### src/fbat_pkg.sv
// fbat_pkg: shared types and constants for the flow byte accounting table
// no dependencies
`default_nettype none
package fbat_pkg;

  localparam int MAC_W   = 48;
  localparam int IP_W    = 32;
  localparam int LEN_W   = 16;
  localparam int TIME_W  = 32;
  localparam int BYTES_W = 32;
  localparam int TOTAL_W = 40;
  localparam int IVL_W   = 16;
  localparam int CFG_W   = 40;
  localparam int CFG_IDX_W = 2;

  localparam logic [CFG_IDX_W-1:0] REG_THRESHOLD = 2'd0;
  localparam logic [CFG_IDX_W-1:0] REG_INTERVAL  = 2'd1;
  localparam logic [CFG_IDX_W-1:0] REG_START     = 2'd2;

  localparam logic [TOTAL_W-1:0] THRESHOLD_RESET = 40'd1048576;
  localparam logic [IVL_W-1:0]   INTERVAL_RESET  = 16'd5;

  localparam logic KIND_STATUS = 1'b0;
  localparam logic KIND_ENTRY  = 1'b1;

  // one result beat
  typedef struct packed {
    logic               kind;
    logic [MAC_W-1:0]   mac;
    logic [IP_W-1:0]    ip;
    logic [BYTES_W-1:0] bytes;
    logic               warn;
    logic               drop;
    logic               last;
  } result_t;

endpackage
`default_nettype wire

### src/fbat_store.sv
// fbat_store: entry memory (key and byte count), one write and one read port
// depends on fbat_pkg
`default_nettype none
module fbat_store #(
  parameter int DEPTH = 32,
  parameter int AW    = 5
) (
  input  wire logic                        clk,
  input  wire logic                        wr_en,
  input  wire logic [AW-1:0]               wr_addr,
  input  wire logic [fbat_pkg::MAC_W-1:0]  wr_mac,
  input  wire logic [fbat_pkg::IP_W-1:0]   wr_ip,
  input  wire logic [fbat_pkg::BYTES_W-1:0] wr_bytes,
  input  wire logic [AW-1:0]               rd_addr,
  output logic      [fbat_pkg::MAC_W-1:0]  rd_mac,
  output logic      [fbat_pkg::IP_W-1:0]   rd_ip,
  output logic      [fbat_pkg::BYTES_W-1:0] rd_bytes
);
  import fbat_pkg::*;

  logic [MAC_W+IP_W+BYTES_W-1:0] mem [DEPTH];

  // synchronous write, registered read
  always_ff @(posedge clk) begin
    if (wr_en) begin
      mem[wr_addr] <= {wr_mac, wr_ip, wr_bytes};
    end
    {rd_mac, rd_ip, rd_bytes} <= mem[rd_addr];
  end
endmodule
`default_nettype wire

### src/flow_byte_accounting_table_top.sv
// flow_byte_accounting_table_top: per-flow byte accounting table, top level
// depends on fbat_pkg and fbat_store
//
// Input beats carry a frame key (mac, ip), a length and a timestamp; output
// beats carry one status result per frame, optionally followed by a dump of
// every table entry in insertion order when the interval has elapsed.
// Configuration is a plain write port: 0 threshold, 1 interval, 2 start time.
// The table is scanned entry by entry (read, then compare) through the
// single read port of the entry memory; a frame that misses goes through
// the scan, a final append (a drop if the table is full) and the status
// step, and a hit stops the scan at its entry and goes to the status step.
// A dump reads and then outputs each entry, and waits while the
// receiver stalls. One frame is handled at a time; the output register
// holds a beat until taken. The next frame may be taken and scanned while a
// beat waits, but the status and dump steps wait on a stall.
// Reset clears the entry count, running total and registers to defaults;
// the first frame after reset loads the interval start from start_time.
// Entry memory contents need no clearing: only entries below the count are
// ever read.
`default_nettype none
module flow_byte_accounting_table_top #(
  parameter int TABLE_ENTRIES = 32
) (
  input  wire logic                          clk,
  input  wire logic                          rst_n,
  input  wire logic                          in_valid,
  output logic                               in_ready,
  input  wire logic [47:0]                   in_mac_key,
  input  wire logic [31:0]                   in_ip_key,
  input  wire logic [15:0]                   in_frame_length,
  input  wire logic [31:0]                   in_time_seconds,
  output logic                               out_valid,
  input  wire logic                          out_ready,
  output logic                               out_result_kind,
  output logic      [47:0]                   out_entry_mac,
  output logic      [31:0]                   out_entry_ip,
  output logic      [31:0]                   out_entry_bytes,
  output logic                               out_over_warning,
  output logic                               out_table_full_drop,
  output logic                               out_last_of_run,
  input  wire logic                          cfg_we,
  input  wire logic [fbat_pkg::CFG_IDX_W-1:0] cfg_index,
  input  wire logic [fbat_pkg::CFG_W-1:0]    cfg_wdata
);
  import fbat_pkg::*;

  localparam int AW = (TABLE_ENTRIES > 1) ? $clog2(TABLE_ENTRIES) : 1;
  localparam int CW = $clog2(TABLE_ENTRIES + 1);
  localparam logic [CW-1:0] FULL = CW'(TABLE_ENTRIES);

  typedef enum logic [2:0] {
    S_IDLE, S_SCAN, S_CMP, S_STATUS, S_DUMP_RD, S_DUMP_OUT
  } state_t;

  // configuration registers
  logic [TOTAL_W-1:0] thr_r;
  logic [IVL_W-1:0]   ivl_r;
  logic [TIME_W-1:0]  start_r;

  always_ff @(posedge clk) begin
    if (!rst_n) begin
      thr_r   <= THRESHOLD_RESET;
      ivl_r   <= INTERVAL_RESET;
      start_r <= '0;
    end else if (cfg_we) begin
      case (cfg_index)
        REG_THRESHOLD: thr_r   <= cfg_wdata;
        REG_INTERVAL:  ivl_r   <= cfg_wdata[IVL_W-1:0];
        REG_START:     start_r <= cfg_wdata[TIME_W-1:0];
        default: ;
      endcase
    end
  end

  state_t             state_r;
  logic [CW-1:0]      count_r;
  logic [TOTAL_W-1:0] total_r;
  logic [TIME_W-1:0]  istart_r;
  logic               started_r;
  logic [CW-1:0]      idx_r;
  logic [MAC_W-1:0]   mac_r;
  logic [IP_W-1:0]    ip_r;
  logic [LEN_W-1:0]   len_r;
  logic [TIME_W-1:0]  now_r;
  logic               drop_r;
  logic               warn_r;
  result_t            res_r;
  logic               ovalid_r;

  // memory ports
  logic               wr_en;
  logic [AW-1:0]      wr_addr;
  logic [BYTES_W-1:0] wr_bytes;
  logic [AW-1:0]      rd_addr;
  logic [MAC_W-1:0]   rd_mac;
  logic [IP_W-1:0]    rd_ip;
  logic [BYTES_W-1:0] rd_bytes;

  fbat_store #(.DEPTH(TABLE_ENTRIES), .AW(AW)) u_store (
    .clk      (clk),
    .wr_en    (wr_en),
    .wr_addr  (wr_addr),
    .wr_mac   (mac_r),
    .wr_ip    (ip_r),
    .wr_bytes (wr_bytes),
    .rd_addr  (rd_addr),
    .rd_mac   (rd_mac),
    .rd_ip    (rd_ip),
    .rd_bytes (rd_bytes)
  );

  // compare and saturating adds
  logic               hit;
  logic [BYTES_W:0]   esum;
  logic [TOTAL_W:0]   tsum;
  logic [TOTAL_W-1:0] tsat;
  logic [TIME_W-1:0]  elapsed;
  logic               out_free;
  logic               res_load;

  assign hit      = (rd_mac == mac_r) && (rd_ip == ip_r);
  assign esum     = {1'b0, rd_bytes} + (BYTES_W+1)'(len_r);
  assign tsum     = {1'b0, total_r} + (TOTAL_W+1)'(len_r);
  assign tsat     = tsum[TOTAL_W] ? '1 : tsum[TOTAL_W-1:0];
  assign elapsed  = now_r - istart_r;
  assign out_free = !ovalid_r || out_ready;
  assign res_load = out_free && (state_r == S_STATUS || state_r == S_DUMP_OUT);
  assign in_ready = (state_r == S_IDLE);
  assign rd_addr  = idx_r[AW-1:0];

  // write on a hit (update) or at the end of the scan (append, if not full)
  always_comb begin
    wr_en    = 1'b0;
    wr_addr  = idx_r[AW-1:0];
    wr_bytes = BYTES_W'(len_r);
    if (state_r == S_CMP && hit) begin
      wr_en    = 1'b1;
      wr_bytes = esum[BYTES_W] ? '1 : esum[BYTES_W-1:0];
    end else if (state_r == S_SCAN && idx_r == count_r && count_r != FULL) begin
      wr_en = 1'b1;
    end
  end

  // control sequencer
  always_ff @(posedge clk) begin
    if (!rst_n) begin
      state_r   <= S_IDLE;
      count_r   <= '0;
      total_r   <= '0;
      started_r <= 1'b0;
      ovalid_r  <= 1'b0;
      istart_r  <= '0;
    end else begin
      // output register: loaded by status or dump, emptied when taken
      if (res_load) ovalid_r <= 1'b1;
      else if (out_ready) ovalid_r <= 1'b0;
      case (state_r)
        S_IDLE: begin
          if (in_valid) begin
            mac_r  <= in_mac_key;
            ip_r   <= in_ip_key;
            len_r  <= in_frame_length;
            now_r  <= in_time_seconds;
            idx_r  <= '0;
            drop_r <= 1'b0;
            if (!started_r) begin
              istart_r  <= start_r;
              started_r <= 1'b1;
            end
            state_r <= S_SCAN;
          end
        end
        S_SCAN: begin
          // read of idx_r issued this cycle; compare next
          if (idx_r == count_r) begin
            if (count_r == FULL) drop_r <= 1'b1;
            else count_r <= count_r + 1'b1;
            state_r <= S_STATUS;
          end else begin
            state_r <= S_CMP;
          end
        end
        S_CMP: begin
          if (hit) begin
            state_r <= S_STATUS;
          end else begin
            idx_r   <= idx_r + 1'b1;
            state_r <= S_SCAN;
          end
        end
        S_STATUS: begin
          if (out_free) begin
            total_r        <= tsat;
            res_r.kind     <= KIND_STATUS;
            res_r.mac      <= '0;
            res_r.ip       <= '0;
            res_r.bytes    <= '0;
            res_r.warn     <= (tsat >= thr_r);
            res_r.drop     <= drop_r;
            warn_r         <= (tsat >= thr_r);
            res_r.last     <= !((elapsed >= TIME_W'(ivl_r)) && count_r != '0);
            idx_r          <= '0;
            if (elapsed >= TIME_W'(ivl_r)) begin
              istart_r <= now_r;
              state_r  <= (count_r != '0) ? S_DUMP_RD : S_IDLE;
              if (count_r == '0) count_r <= '0;
            end else begin
              state_r <= S_IDLE;
            end
          end
        end
        S_DUMP_RD: begin
          state_r <= S_DUMP_OUT;
        end
        S_DUMP_OUT: begin
          if (out_free) begin
            res_r.kind  <= KIND_ENTRY;
            res_r.mac   <= rd_mac;
            res_r.ip    <= rd_ip;
            res_r.bytes <= rd_bytes;
            res_r.warn  <= warn_r;
            res_r.drop  <= 1'b0;
            res_r.last  <= (idx_r + 1'b1 == count_r);
            if (idx_r + 1'b1 == count_r) begin
              count_r <= '0;
              state_r <= S_IDLE;
            end else begin
              idx_r   <= idx_r + 1'b1;
              state_r <= S_DUMP_RD;
            end
          end
        end
        default: state_r <= S_IDLE;
      endcase
    end
  end

  assign out_valid           = ovalid_r;
  assign out_result_kind     = res_r.kind;
  assign out_entry_mac       = res_r.mac;
  assign out_entry_ip        = res_r.ip;
  assign out_entry_bytes     = res_r.bytes;
  assign out_over_warning    = res_r.warn;
  assign out_table_full_drop = res_r.drop;
  assign out_last_of_run     = res_r.last;

  // entry count never exceeds the table size
  a_count_bound: assert property (@(posedge clk) disable iff (!rst_n)
    count_r <= FULL) else $error("entry count beyond table size");
  // a dropped key only when the table is full
  a_drop_full: assert property (@(posedge clk) disable iff (!rst_n)
    (ovalid_r && res_r.drop) |-> count_r == FULL)
    else $error("drop with free entries");
  // no new frame taken while a result is still pending in a dump
  a_dump_busy: assert property (@(posedge clk) disable iff (!rst_n)
    (state_r == S_DUMP_RD || state_r == S_DUMP_OUT) |-> !in_ready)
    else $error("input taken during dump");
  // the running total never decreases
  a_total_mono: assert property (@(posedge clk) disable iff (!rst_n)
    $past(rst_n) |-> total_r >= $past(total_r))
    else $error("running total decreased");

endmodule
`default_nettype wire
### config.mk
export PLATFORM = sky130hd
export DESIGN_NAME = flow_byte_accounting_table_top
export DESIGN_NICKNAME = d
export VERILOG_FILES = /design/src/fbat_pkg.sv /design/src/fbat_store.sv /design/src/flow_byte_accounting_table_top.sv
export SDC_FILE = /design/constraint.sdc
export NUM_CORES = 2
export LEC_CHECK = 0
export CORE_MARGIN = 4
export CORE_UTILIZATION = 25
export DETAILED_ROUTE_END_ITERATION = 10
export DONT_BUFFER_PORTS = 1
export HOLD_SLACK_MARGIN = 0.02
export PLACE_DENSITY = 0.45
export SYNTH_ARGS = -nofsm -noshare
export SYNTH_HDL_FRONTEND = slang
export SYNTH_SLANG_ARGS = --single-unit
### constraint.sdc
create_clock -name clk -period 33.6 [get_ports clk]
set_clock_uncertainty 0.15 [all_clocks]
set_input_delay 1.68 -clock clk [delete_from_list [all_inputs] [get_ports clk]]
set_output_delay 1.68 -clock clk [all_outputs]
set_load 0.05 [all_outputs]
# ---- After elaboration in Yosys (flattened, before gate mapping)
# Memories as Yosys holds them, arrays and structs flattened. A register that Yosys moved wholly into a read port is not among the register bits.
# Index checks and enable logic that the tools add are counted.
dict set report totals {
  register_bits 423
  inputBits 175
  elab_cells 133
  ram_bits 3584
  mem_count 1
}
# name depth width read_ports rd_ports_with_merged_regs wr line_no
set mem_list {}
lappend mem_list {u_store.mem 32 112 1 1 1 fbat_store.sv:21} ;# logic [MAC_W+IP_W+BYTES_W-1:0] mem [DEPTH];
dict set report classes {
  n_lt_le_gt_ge 2
  n_addsub 5
  mux 44
  eq_ne 25
  n_reduce_logical 33
}
# op count
set op_table {}
lappend op_table {{2-to-1 mux 116 bit} 2}
lappend op_table {{case mux 116 bit (2 select lines)} 1}
lappend op_table {{2-to-1 mux 32 bit} 6}
lappend op_table {{2-to-1 mux 6 bit} 12}
lappend op_table {{case mux 32 bit (2 select lines)} 1}
lappend op_table {{equality test 48 bit} 1}
lappend op_table {{adder 40 x 16 -> 41 bit} 1}
lappend op_table {{greater-or-equal comparator 40 bit} 1}
lappend op_table {{2-to-1 mux 40 bit} 1}
lappend op_table {{adder 32 x 16 -> 33 bit} 1}
lappend op_table {{equality test 32 bit} 1}
lappend op_table {{greater-or-equal comparator 32 x 16 -> 1 bit} 1}
lappend op_table {{subtractor 32 bit} 1}
lappend op_table {{case mux 6 bit (4 select lines)} 1}
lappend op_table {{2-to-1 mux 3 bit} 6}
lappend op_table {{case mux 3 bit (6 select lines)} 1}
lappend op_table {{case mux 6 bit (3 select lines)} 1}
lappend op_table {{inequality test 2 bit (second input constant)} 7}
lappend op_table {{adder 6 x 1 -> 6 bit (second input constant)} 2}
lappend op_table {{equality test 6 bit} 2}
lappend op_table {{2-to-1 mux 1 bit} 10}
lappend op_table {{inequality test 2 x 1 -> 1 bit (second input constant)} 5}
lappend op_table {{AND reduction 2 bit} 5}
lappend op_table {{AND reduction 5 bit} 2}
lappend op_table {{other kinds (23)} 37}

# ---- Depth between registers and ports, before layout
dict set report depth {
  ltp_word 7
  ltp_mapped 25
  ltp_nobuf 23
}

# ---- Cells and area by module
# From an unflattened synthesis, not the netlist that was laid out.
dict set report hier_totals {
  cells_unflattened 8905
  area_unflattened_um2 161060.7
}
# mod cells_each n_inst area_per_inst_um2
set by_module_without_submodules {}
lappend by_module_without_submodules {fbat_store 6524 1 138226.3}
lappend by_module_without_submodules {flow_byte_accounting_table_top 2381 1 22834.4}

# ---- Worst setup path before layout
# Ideal clock, no wire load.
dict set report synth_path {
  path_kind {input -> register}
  startpoint {input rst_n}
  endpoint {register ip_r[0] (enable)}
  setup_time_ps 929
  setup_slack_ps 18516
  required_ps 32521
  t_arrival_ps 14005
  n_path_buf 1
  cell_stages 3
  path_cell_list {inv_1 -> clkbuf_1 -> nor4_1}
}
dict set report synth_between {
  elab_chain_cells 1
}
# element line_no
set synth_rtl {}
lappend synth_rtl {{start: declaration} flow_byte_accounting_table_top.sv:25} ;# input wire logic rst_n,
lappend synth_rtl {{AND reduction 3 bit (no source line)} --}
lappend synth_rtl {{end signal: assignment} flow_byte_accounting_table_top.sv:161} ;# ip_r <= in_ip_key;
lappend synth_rtl {{end: declaration} flow_byte_accounting_table_top.sv:82} ;# logic [IP_W-1:0] ip_r;
# No other way between the ends.
# A chain may end at the register's enable or synchronous reset.

# ---- Final worst setup path
dict set report layout_path {
  startpoint {register mac_r[21]}
  endpoint {memory u_store.mem[6][45] (netlist bit) (enable)}
}
dict set report layout_between {
  elab_chain_cells 6
}
# element line_no
set layout_rtl {}
lappend layout_rtl {{start: declaration} flow_byte_accounting_table_top.sv:81} ;# logic [MAC_W-1:0] mac_r;
lappend layout_rtl {{start signal: assignment} flow_byte_accounting_table_top.sv:160} ;# mac_r <= in_mac_key;
lappend layout_rtl {{equality test 48 bit} flow_byte_accounting_table_top.sv:121} ;# assign hit = (rd_mac == mac_r) && (rd_ip == ip_r);
lappend layout_rtl {{logical AND 1 bit} flow_byte_accounting_table_top.sv:121}
lappend layout_rtl {{logical AND 1 bit} flow_byte_accounting_table_top.sv:136} ;# if (state_r == S_CMP && hit) begin
lappend layout_rtl {{2-to-1 mux 1 bit} flow_byte_accounting_table_top.sv:136}
lappend layout_rtl {{2-to-1 mux 1 bit} fbat_store.sv:25} ;# if (wr_en) begin
lappend layout_rtl {{2-to-1 mux 1 bit (not written as such)} fbat_store.sv:26} ;# mem[wr_addr] <= {wr_mac, wr_ip, wr_bytes};
lappend layout_rtl {{end: declaration} fbat_store.sv:21}
# No other way between the ends.

==> run metrics <==
fin crit period=between 8 and 9 ns; drt total wl=between 500000 and 600000 µm; fraction of registers with async set/reset=0%; maximum vdd drop=about 0.046 mV; number of remaining DRC errors=0; top-count cell post-synth=edfxtp_1; worst-path maximum fanout=between 40 and 50; syn_area_per_cell=approximately 20 µm²; RSZ-0062 raised after global routing=no; maxcap violations=0; result of the run=finished, final reports clean; # IOs=a little under 300; ranking of synthesized cells by instance count=edfxtp_1 (3836), mux4_2 (896), a22oi_1 (449), nand2_1 (298), clkbuf_1 (296); Hold Fails Final Rpt=0; Clock Sinks=between 4k and 5k; Slew @ Worst Pin=~1.3 ns; DR pass1 iterations=6; Placer Congestion=slightly below 0.8; Fillers=61.1k; fin nets=8360; Critical Path Source=mac_r[21]; hold_buf cts=0; # Post-CTS Setup Buffers=0; First DRT Iteration DRCs=between 8k and 9k; Worst-path clk slew=0.06 ns; Post-synth EDFFs=about 3.8k; Vias=about 81k; post-synthesis cell type count=76; Syn-to-layout area delta=16.4%; Hold Crit Start=start_r[8]; critical path's slowest cell=edfxtp_1; CTS buffer count=440; Seq/Total Area, Yosys=~77%; Synth Instances=approximately 7.8k; H-tree depth=5; Leak=roughly 57 nW; crit path kind=flip-flop to flip-flop; combined flip-flop and latch cell area=121000 µm²; Initial Util=between 20% and 30%; CP Data Required Time=roughly 34 ns; Std-Cell Core Area=~630000 µm²; Ys Warns=0; Crit path largest cell delay=roughly 1.1 ns; CP Cell Sequence=xor2_1, nor4_1, buf_4, nand4_1, nor4_1, nand3_4, nand2_1, nand2_1, nor2_4, buf_4, buf_4, buf_4; post-synth top area share=around 73%; f_max=about 120 MHz; clock latency on the worst-skew pair=around 1.1 ns; GRT overflow=0; largest net degree at the start of global routing=roughly 120; post-route cell area=roughly 180000 µm²; FP Rows=291; Arrival @ worst endpoint=8.55 ns; synth top area cells=edfxtp_1 (73%), mux4_2 (13%), dfxtp_1 (3.6%); worst rel slew slack=~11%; Final setup viols=0; Detail Route Antenna Nets=0; Final Max Slew Viols=0; initial antenna violation count=90; Most common cell on crit path=buf_4; vias in the first global route=between 80k and 90k; final worst path period share=about 24%; worst path bufs/invs=4; DIE WIDTH=803 µm; PwrDens=about 60 nW/µm²; first-pass GRT wire length=about 700000 µm; clock root buffer=clkbuf_16; CP Capture Type=flip-flop; CTS Buffer Depth=4; post-route setup TNS=0 ns; syn_nets=roughly 8.1k; CTS resizes=0; PortBufs=0; Synth Register Bits=around 4.1k; r2r startpoint=mac_r[21]; placed cell area=roughly 170000 µm²; GRT Overall Usage=between 10% and 20%; DR vias/cell=roughly 4.8; critical path launch point type=flip-flop; Hold Path Class=flip-flop to flip-flop; Synth Cell Area=158000 µm²; dpl hpwl=between 200000 and 300000 µm; multi-input logic area=35400 µm²; Die ar.=about 640000 µm²; Post-synth top flop=edfxtp_1; area leader, netlist=edfxtp_1; CP top delay family=simple AND/OR/NAND/NOR gates; share of cells above drive strength 1=22.1%; WL per Instance=just over 30 µm; CTS tree=built; Die Ht=803 µm
==> cell type report <==
class	instances	share of cell area (%)
well taps	8350	5.68
clock buffers	562	6.41
inverters	123	0.256
clock inverters	268	1.54
repair buffers	222	1.08
diodes	27	0.0368
flip-flops and latches	4119	65.7
multi-input cells	3151	19.3
==> worst register-to-register path, cell delays in order, from the launching register on <==
cell	delay, ns
edfxtp_1	1.11
xor2_1	0.35
nor4_1	1.07
buf_4	0.26
nand4_1	0.11
nor4_1	0.52
nand3_4	0.29
nand2_1	0.24
nand2_1	0.47
nor2_4	0.56
buf_4	0.80
buf_4	0.89
buf_4	0.84
==> power breakdown <==
| group | switching (mW) | internal (mW) |
|---|---|---|
| Sequential | 0.0562 | 5.62 |
| Combinational | 0.322 | 0.197 |
| Clock | 2.09 | 2.82 |
| Total | 2.47 | 8.64 |
==> routing by layer <==
| layer | up-vias | GRT usage, % | share of wire, % |
|---|---|---|---|
| met5 | - | 0 | 0.037 |
| met4 | 30 | 3.26 | 2.2 |
| met3 | 687 | 2.47 | 6.2 |
| met2 | 2945 | 24.9 | 47 |
| met1 | 44582 | 21.6 | 44 |
| li1 | 32907 | - | - |
==> registers in the layout, summed over array words and instances (netlist names), 16 cells and up <==
| signal | count |
|---|---|
| ip_r | 32 |
| start_r | 32 |
| u_store.rd_ip | 32 |
| len_r | 16 |
| thr_r | 40 |
| u_store.mem | 3584 |
| u_store.rd_mac | 48 |
| now_r | 32 |
| ivl_r | 16 |
| u_store.rd_bytes | 32 |
| mac_r | 48 |
| istart_r | 32 |
| out_entry_ip | 32 |
| out_entry_mac | 48 |
| out_entry_bytes | 32 |
| total_r | 40 |
==> cells by family (layout without fill, tap and decap cells) <==
group	Yosys count	count (layout)	synth area share, %
xor gates and xnor gates	159	159	0.891
buffers and inverters	540	1175	1.30
muxes	903	903	12.8
and+or+nand+nor	998	998	3.18
AOI/OAI and AO/OA	963	963	4.22
DFF	4119	4119	76.5
adders and majority gates	128	128	1.03
other	0	27	0
==> final timing paths <==
path                   endpoint  slack, ns  depth (start not counted)
max          u_store.mem[6][45]      25.50                         12
min                  start_r[8]       0.30                          2
max reg2reg  u_store.mem[6][45]      25.50                         12
min reg2reg          start_r[8]       0.30                          2
==> layout by cell type (no fill, tap or decap), types with 72 or more instances in the layout <==
master and count:
buf_4 196, nor2_1 113, and2_1 120, inv_1 120, o21ai_0 92, clkinv_2 72
nand4_1 140, dfxtp_1 283, clkinv_1 98, nand2_1 298, a22oi_1 449, mux4_2 896
clkbuf_16 444, nor3_1 102, xor2_1 92, clkbuf_1 95, edfxtp_1 3836, a21oi_1 205
ha_1 125
==> stage by stage <==
step	std cells	setup slack, ns	hold WS [ns]	power (mW)	util [%]
3_5_place_dp	15965	25.32	0.295	6.31	26.9
4_1_cts	16795	25.26	0.303	11.2	29.2
2_1_floorplan	7810	18.52	0.283	6.10	-
3_3_place_gp	15965	25.41	0.291	6.30	26.9
6_report	16822	25.50	0.301	11.1	29.2
5_1_grt	16810	25.15	0.316	11.5	29.2
Power figures use the tool's default switching activity.
